## config.mk

```make
export PLATFORM = sky130hd
export DESIGN_NAME = savi_ctrl
export DESIGN_NICKNAME = d
export VERILOG_FILES = /design/src/hdl/savi_pkg.sv /design/src/hdl/savi_ctrl.sv
export SDC_FILE = /design/constraint.sdc
export NUM_CORES = 1
export LEC_CHECK = 0
export ABC_AREA = 1
export BUFFER_PORTS_ARGS = -buffer_cell sky130_fd_sc_hd__buf_2
export CORE_UTILIZATION = 55
export CTS_BUF_LIST = sky130_fd_sc_hd__clkbuf_16
export DETAILED_ROUTE_END_ITERATION = 8
export GPL_ROUTABILITY_DRIVEN = 0
export PLACE_DENSITY = 0.8
export SYNTH_ARGS = -nofsm -noshare
export SYNTH_HDL_FRONTEND = slang
export SYNTH_SLANG_ARGS = --single-unit
```

## constraint.sdc

```tcl
create_clock -name clock -period 5.07 [get_ports clock]
set_input_delay 0.507 -clock clock [delete_from_list [all_inputs] [get_ports clock]]
set_output_delay 0.507 -clock clock [all_outputs]
set_load 0.05 [all_outputs]
```

## src/hdl/savi_pkg.sv

```systemverilog
// Shared types, codes and the pair-sequence program of the artificial viscosity block.
package savi_pkg;

   localparam int IDX_W = 10;
   localparam int PC_W = 5;
   localparam int PROG_LEN = 29;
   localparam int DIV_STEPS = 48;

   localparam logic [1:0] REQ_LOAD = 2'd0;
   localparam logic [1:0] REQ_PAIR = 2'd1;
   localparam logic [1:0] REQ_READ = 2'd2;

   localparam logic [1:0] ST_OK = 2'd0;
   localparam logic [1:0] ST_RANGE = 2'd1;
   localparam logic [1:0] ST_SAT = 2'd2;

   localparam logic KIND_READ = 1'b0;
   localparam logic KIND_SWEEP = 1'b1;

   localparam logic [1:0] CSR_ALPHA = 2'd0;
   localparam logic [1:0] CSR_BETA = 2'd1;
   localparam logic [1:0] CSR_ETA = 2'd2;
   localparam logic [1:0] CSR_COUNT = 2'd3;

   localparam logic [20:0] ALPHA_RESET = 21'd65536;
   localparam logic [20:0] BETA_RESET = 21'd65536;
   localparam logic [16:0] ETA_RESET = 17'd6554;

   localparam logic [5:0] OP_NONE = 6'd0;
   localparam logic [5:0] OP_CLEAR = 6'd1;
   localparam logic [5:0] OP_LOAD = 6'd2;
   localparam logic [5:0] OP_RD_PI = 6'd3;
   localparam logic [5:0] OP_RD_PJ = 6'd4;
   localparam logic [5:0] OP_LAT_PJ = 6'd5;
   localparam logic [5:0] OP_DIFF = 6'd6;
   localparam logic [5:0] OP_VR = 6'd7;
   localparam logic [5:0] OP_RR = 6'd8;
   localparam logic [5:0] OP_MH2 = 6'd9;
   localparam logic [5:0] OP_ETA2 = 6'd10;
   localparam logic [5:0] OP_DENM = 6'd11;
   localparam logic [5:0] OP_DEN = 6'd12;
   localparam logic [5:0] OP_NUM = 6'd13;
   localparam logic [5:0] OP_DIV1 = 6'd14;
   localparam logic [5:0] OP_MU = 6'd15;
   localparam logic [5:0] OP_T1 = 6'd16;
   localparam logic [5:0] OP_T2 = 6'd17;
   localparam logic [5:0] OP_T = 6'd18;
   localparam logic [5:0] OP_PN = 6'd19;
   localparam logic [5:0] OP_DIV2 = 6'd20;
   localparam logic [5:0] OP_PIV = 6'd21;
   localparam logic [5:0] OP_HH = 6'd22;
   localparam logic [5:0] OP_DAI = 6'd23;
   localparam logic [5:0] OP_DAJ = 6'd24;
   localparam logic [5:0] OP_DEI = 6'd25;
   localparam logic [5:0] OP_DEJ = 6'd26;
   localparam logic [5:0] OP_ACC_RDI = 6'd27;
   localparam logic [5:0] OP_ACC_CALCI = 6'd28;
   localparam logic [5:0] OP_ACC_CALCJ = 6'd29;
   localparam logic [5:0] OP_ACC_WRI = 6'd30;
   localparam logic [5:0] OP_ACC_WRJ = 6'd31;
   localparam logic [5:0] OP_PAIR_END = 6'd32;
   localparam logic [5:0] OP_RO_RD = 6'd33;
   localparam logic [5:0] OP_RO_OUT = 6'd34;
   localparam logic [5:0] OP_RO_BAD = 6'd35;

   typedef struct packed {
      logic [1:0] kind;
      logic [IDX_W-1:0] pi;
      logic [IDX_W-1:0] pj;
      logic signed [31:0] pos;
      logic signed [31:0] vel;
      logic [30:0] hsml;
      logic [30:0] speed;
      logic [30:0] rho;
      logic [30:0] mass;
      logic signed [31:0] grad;
      logic last;
   } item_type;

   typedef struct packed {
      logic signed [31:0] pos;
      logic signed [31:0] vel;
      logic [30:0] hsml;
      logic [30:0] speed;
      logic [30:0] rho;
      logic [30:0] mass;
   } part_type;

   typedef struct packed {
      logic sat;
      logic signed [31:0] energy;
      logic signed [31:0] accel;
   } acc_type;

   typedef struct packed {
      logic signed [31:0] val;
      logic clip;
   } div_res_type;

   typedef struct packed {
      logic latch;
      logic [5:0] op;
   } cmd_type;

   typedef struct packed {
      logic [1:0] kind;
      logic valid_i;
      logic valid_j;
      logic last;
      logic approach;
      logic div_busy;
      logic clear_done;
   } stat_type;

   function automatic logic [5:0] prog_op(input logic [PC_W-1:0] pc);
      logic [5:0] op;
      case (pc)
         5'd0: op = OP_RD_PI;
         5'd1: op = OP_RD_PJ;
         5'd2: op = OP_LAT_PJ;
         5'd3: op = OP_DIFF;
         5'd4: op = OP_VR;
         5'd5: op = OP_RR;
         5'd6: op = OP_MH2;
         5'd7: op = OP_ETA2;
         5'd8: op = OP_DENM;
         5'd9: op = OP_DEN;
         5'd10: op = OP_NUM;
         5'd11: op = OP_DIV1;
         5'd12: op = OP_MU;
         5'd13: op = OP_T1;
         5'd14: op = OP_T2;
         5'd15: op = OP_T;
         5'd16: op = OP_PN;
         5'd17: op = OP_DIV2;
         5'd18: op = OP_PIV;
         5'd19: op = OP_HH;
         5'd20: op = OP_DAI;
         5'd21: op = OP_DAJ;
         5'd22: op = OP_DEI;
         5'd23: op = OP_DEJ;
         5'd24: op = OP_ACC_RDI;
         5'd25: op = OP_ACC_CALCI;
         5'd26: op = OP_ACC_CALCJ;
         5'd27: op = OP_ACC_WRI;
         5'd28: op = OP_ACC_WRJ;
         default: op = OP_NONE;
      endcase
      return op;
   endfunction

endpackage

```

## src/hdl/savi_ctrl.sv

```systemverilog
// Controller: request decode, clearing pass and the pair-sequence program.
module savi_ctrl (
   input  logic clock,
   input  logic reset,
   input  logic req_tvalid,
   output logic req_tready,
   output logic rsp_tvalid,
   input  logic rsp_tready,
   input  savi_pkg::stat_type stat,
   output savi_pkg::cmd_type cmd
);

   localparam logic [3:0] S_CLEAR = 4'd0;
   localparam logic [3:0] S_IDLE = 4'd1;
   localparam logic [3:0] S_DECODE = 4'd2;
   localparam logic [3:0] S_PAIR = 4'd3;
   localparam logic [3:0] S_DIVW = 4'd4;
   localparam logic [3:0] S_END = 4'd5;
   localparam logic [3:0] S_RO_RD = 4'd6;
   localparam logic [3:0] S_RO_OUT = 4'd7;
   localparam logic [3:0] S_RESP = 4'd8;

   logic [3:0] state_ff, state_in;
   logic [savi_pkg::PC_W-1:0] pc_ff, pc_in;
   logic [5:0] prog;

   always_comb begin
      state_in = state_ff;
      pc_in = pc_ff;
      cmd.latch = 1'b0;
      cmd.op = savi_pkg::OP_NONE;
      prog = savi_pkg::prog_op(pc_ff);
      req_tready = state_ff == S_IDLE;
      rsp_tvalid = state_ff == S_RESP;
      unique case (state_ff)
         S_CLEAR: begin
            cmd.op = savi_pkg::OP_CLEAR;
            if (stat.clear_done) begin
               state_in = S_IDLE;
            end
         end
         S_IDLE: begin
            if (req_tvalid) begin
               cmd.latch = 1'b1;
               state_in = S_DECODE;
            end
         end
         S_DECODE: begin
            case (stat.kind)
               savi_pkg::REQ_LOAD: begin
                  cmd.op = stat.valid_i ? savi_pkg::OP_LOAD : savi_pkg::OP_NONE;
                  state_in = S_IDLE;
               end
               savi_pkg::REQ_PAIR: begin
                  pc_in = '0;
                  state_in = (stat.valid_i && stat.valid_j) ? S_PAIR : S_END;
               end
               savi_pkg::REQ_READ: begin
                  if (stat.valid_i) begin
                     state_in = S_RO_RD;
                  end else begin
                     cmd.op = savi_pkg::OP_RO_BAD;
                     state_in = S_RESP;
                  end
               end
               default: state_in = S_IDLE;
            endcase
         end
         S_PAIR: begin
            if (prog == savi_pkg::OP_VR && !stat.approach) begin
               state_in = S_END;
            end else begin
               cmd.op = prog;
               pc_in = pc_ff + 1'b1;
               if (prog == savi_pkg::OP_DIV1 || prog == savi_pkg::OP_DIV2) begin
                  state_in = S_DIVW;
               end else if (pc_ff == savi_pkg::PC_W'(savi_pkg::PROG_LEN - 1)) begin
                  state_in = S_END;
               end
            end
         end
         S_DIVW: begin
            if (!stat.div_busy) begin
               state_in = S_PAIR;
            end
         end
         S_END: begin
            cmd.op = savi_pkg::OP_PAIR_END;
            state_in = stat.last ? S_RESP : S_IDLE;
         end
         S_RO_RD: begin
            cmd.op = savi_pkg::OP_RO_RD;
            state_in = S_RO_OUT;
         end
         S_RO_OUT: begin
            cmd.op = savi_pkg::OP_RO_OUT;
            state_in = S_RESP;
         end
         S_RESP: begin
            if (rsp_tready) begin
               state_in = S_IDLE;
            end
         end
         default: state_in = S_IDLE;
      endcase
   end

   always_ff @(posedge clock) begin
      if (reset) begin
         state_ff <= S_CLEAR;
         pc_ff <= '0;
      end else begin
         state_ff <= state_in;
         pc_ff <= pc_in;
      end
   end

endmodule

```

======== After elaboration in Yosys (flattened, before gate mapping) ========
Memory sizes are Yosys's and may differ from the RTL's. A register that Yosys moved wholly into a read port is not among the register bits.
Cells that the tools add are included.
word-level totals
  register bits ........................... 9
  latch bits .............................. 0
  memory bits (writable) .................. 0
  ROM bits ................................ 160
  input port bits ......................... 12
  output and inout bits ................... 9
  logic and storage cells ................. 58
  memories kept ........................... 1
cells by class
  add/sub/neg operators ................... 1
  multiply operators ...................... 0
  divide/modulo/power cells ............... 0
  order comparisons ....................... 0
  equal/unequal tests ..................... 21
  shifts and indexed selects .............. 0
  mux-type cells .......................... 24
  bitwise gates (word level) .............. 0
  reductions and logical operators ........ 9
memories
  name              depth  bits a word  rd ports  clocked after Yosys merged registers in  wr ports  RTL line         RTL
  (name not given)  32     5            1         1                                        0         savi_pkg.sv:117  case (pc)
operators by type and width
  cell                                           count
  two-way mux 4 bit                              9
  one-hot mux 4 bit (9 select lines)             1
  one-hot mux 6 bit (6 select lines)             1
  two-way mux 5 bit                              4
  == test 4 x 3 -> 1 bit, second input constant  4
  two-way mux 6 bit                              2
  one-hot mux 6 bit (2 select lines)             1
  one-hot mux 5 bit (2 select lines)             1
  == test 4 x 2 -> 1 bit, second input constant  2
  != test 2 bit, second input constant           4
  one-hot mux 4 bit (2 select lines)             1
  == test 6 x 3 -> 1 bit, second input constant  1
  == test 6 x 4 -> 1 bit, second input constant  1
  == test 6 x 5 -> 1 bit, second input constant  1
  adder 5 x 1 -> 5 bit, second input constant    1
  == test 5 bit, second input constant           1
  AND reduction 5 bit                            1
  == test 4 x 1 -> 1 bit, second input constant  1
  == test 4 bit, second input constant           1
  zero test 4 bit                                1
  != test 2 x 1 -> 1 bit, second input constant  2
  != test 4 bit, second input constant           1
  two-way mux 3 bit                              1
  AND reduction 3 bit                            1
  9 further kinds                                11

======== Longest topological paths before layout ========
  word-level depth ........................ 6
  mapped depth ............................ 14
  gate-level depth less buffers ........... 14

======== Worst setup path before layout ========
Ideal clock, no wire load.
  path kind ............................... flip-flop to output port
  from .................................... reg state_ff[0]
  to ...................................... out cmd[6] (netlist bit)
  arrival ................................. 2.519 ns
  data required time ...................... 4.563 ns
  slack ................................... 2.044 ns
  cell stages (with the launch flop) ...... 5
  path through ............................ dfxtp_1 inv_1 nor3_1 inv_1 nor2_1
RTL lines
  element                 RTL line          RTL
  from (decl)             savi_ctrl.sv:23   logic [3:0] state_ff, state_in;
  from (signal assigned)  savi_ctrl.sv:113  state_ff <= state_in;
  to (decl)               savi_ctrl.sv:10   output savi_pkg::cmd_type cmd

==> run summary <==
status: finished, final reports clean
Final setup violation count: 0
DR pass1 iterations: 4
clock latency on the worst-skew pair: 250 ps
CTS Sinks: 14
DRT iter0 DRCs: 38
clk slew on worst S/H paths: 50 ps
Vias per Instance: 5.19
total power: 0.000706 W
R2R Path Start: state_ff[1]$_SDFFE_PP0P_
crit path time final: 2350 ps
final wirelength: 2600 um
Yosys reg bits: 14
detailed placer's ending HPWL: 2110 um
Worst Setup Start Kind: flip-flop
EDFF count, synth: 0
Hold Startpoint: reset
vias in the first global route: 944
M1 wire length: 1110 um
ranking of synthesized cells by area: dfxtp_1, inv_1, nand2_1
Register-to-Register Path Depth: 14
Hold Path Depth: 2
sequential area share after synthesis: 24.3%
CTS tree: built
met3 wire length: 128 um
ys flop type: dfxtp_1
Worst EP arrival: 1850 ps
CTS Hold Bufs: 0
H-tree depth: 1
Worst Setup SP: state_ff[1]$_SDFFE_PP0P_
asr flop ratio synth: 0%
nets: 219
synthesis warning total: 0
Max-Cap Viols: 0
# Post-CTS Setup Buffers: 0
P_leak: 0.709 nW
Syn Nets: 194
CP required: 4560 ps
worst vdd ir: 428 uV
drt wl/cell: 11.5 um
synth unique cells: 27
Critical Path Sink Type: output pin
top sig layer: met4
met2 routed WL: 1290 um
Die Ht: 47.8 um
first-pass GRT wire length: 3660 um
Crit Path Class: reg2out
Worst Skew: 5.39 ps
Synth Instances: 175
Routed Antenna Nets: 0
Final Hold Fails: 0
via count: 1,172
core area: 1960 um2
initial antenna violation count: 0
crit path max fanout: 5
Overall Global Routing Usage: 23.7%
Power Density: 516 nW/um2
Max Slew Vio Count: 0
diode count: 0
Port Buffers: 20
Yosys top cell area share: 24.3%
Slew Limit Headroom: 77.2%
drt drc: 0
Avg Inst Size Synth: 6.60 um2
global route total overflow: 0
Starting Density: 58.9%
mapped cell area: 1150 um2
RSZ-0062 raised after global routing: false
share of cells above drive strength 1: 22.1%
Synth top cells by count: inv_1, nand2_1, nand3_1, nor2_1, dfxtp_1
DIE AREA: 2290 um2
CTS root buffer: clkbuf_16
worst-case clock buffer depth: 2
# resized after CTS: 0
most common cell in the netlist: inv_1
Final Cycle Share: 46.4%
worst hold path type: in2reg
I/O pins: 21
DIE WIDTH: 47.8 um
fmax: 0.425 GHz
CTS Buf Count: 3
Fillers: 188
Setup TNS Final: 0 ps
Tightest Pin Transition: 339 ps
# rows: 16
Synth-to-Final Area Change: 18.4%
area leader, netlist: dfxtp_1
pin count of the biggest net entering global routing: 10
[logic make-up after synthesis]
family	after synthesis	synth area share [%]
flops	14	24.3
simple gates	98	45.9
fa+ha+maj	7	7.58
compound gates	19	10.1
buf+inv	37	12.1
[routing by layer]
layer / track usage (%) / vias to the layer above
li1: - / 612
met1: 25.6 / 515
met2: 41.4 / 38
met3: 6.04 / 7
met4: 13.9 / 0
met5: 0 / -
[worst max-delay path, stage by stage, from the launching register on]
cell and delay, ps:
dfxtp_1 390, inv_1 90, nor2_1 170, nand2_2 90, clkinv_2 100, nand3_1 130, o21ai_0 160, a31oi_1 100
o21ai_0 80, buf_2 290
[flip-flops by register name, indices dropped and copies added, names as in the netlist]
name	count
pc_ff	5
prog	5
state_ff	4
[layout make-up]
cell class | count | area, um2 | share of cell area, %
Clock buffer | 3 | 75.1 | 5.49
Clock inverter | 1 | 3.75 | 0.274
Inverter | 37 | 140 | 10.2
Multi-Input combinational cell | 124 | 734 | 53.7
Sequential cell | 14 | 280 | 20.5
Tap cell | 27 | 33.8 | 2.47
Timing Repair Buffer | 20 | 100 | 7.32
[where the power goes]
part           total (W)  switching (W)  internal, W
clock           0.000151      0.0000468     0.000104
sequential      0.000170      0.0000286     0.000141
combinational   0.000385       0.000272     0.000113
[placed cells by master (no fill, tap or decap)]
| cell type | instances |
|---|---|
| a31oi_1 | 1 |
| o22ai_1 | 1 |
| nand3b_1 | 2 |
| a21oi_1 | 1 |
| o21ai_2 | 2 |
| nor2_8 | 1 |
| nand4_1 | 3 |
| nand2_4 | 3 |
| dfxtp_1 | 14 |
| nand3_2 | 5 |
| clkinv_2 | 1 |
| nand2_1 | 30 |
| o2111ai_1 | 1 |
| o21ai_0 | 9 |
| nor2_4 | 3 |
| nor2_1 | 21 |
| clkbuf_16 | 3 |
| buf_2 | 20 |
| o211ai_1 | 1 |
| nand3_4 | 1 |
| o21ai_1 | 1 |
| a22oi_1 | 1 |
| nand2_2 | 4 |
| clkinv_1 | 1 |
| nand3_1 | 21 |
| ha_1 | 7 |
| o31ai_1 | 1 |
| inv_2 | 1 |
| inv_1 | 35 |
| nor3_1 | 4 |
[path summary, 6_finish.rpt]
| check | endpoint | slack [ps] |
|---|---|---|
| min reg2reg | pc_ff[0]$_SDFFE_PP0N_ | 560 |
| max reg2reg | prog[0]$_DFF_P_ | 3010 |
| min | state_ff[1]$_SDFFE_PP0P_ | 520 |
| max | cmd[1] | 2720 |
[stage by stage]
stage | instances | setup slack [ps] | cell area [um2] | hold WS, ps | utilization (%)
2_1_floorplan | 175 | 2040 | 1150 | 509 | -
4_1_cts | 226 | 2740 | 1370 | 512 | 69.7
6_report | 226 | 2720 | 1370 | 522 | 69.7
3_5_place_dp | 222 | 2840 | 1290 | 559 | 65.7
5_1_grt | 226 | 2550 | 1370 | 535 | 69.7
3_3_place_gp | 222 | 2850 | 1290 | 550 | 65.7
Note: power is estimated with default switching activity, not from simulation.
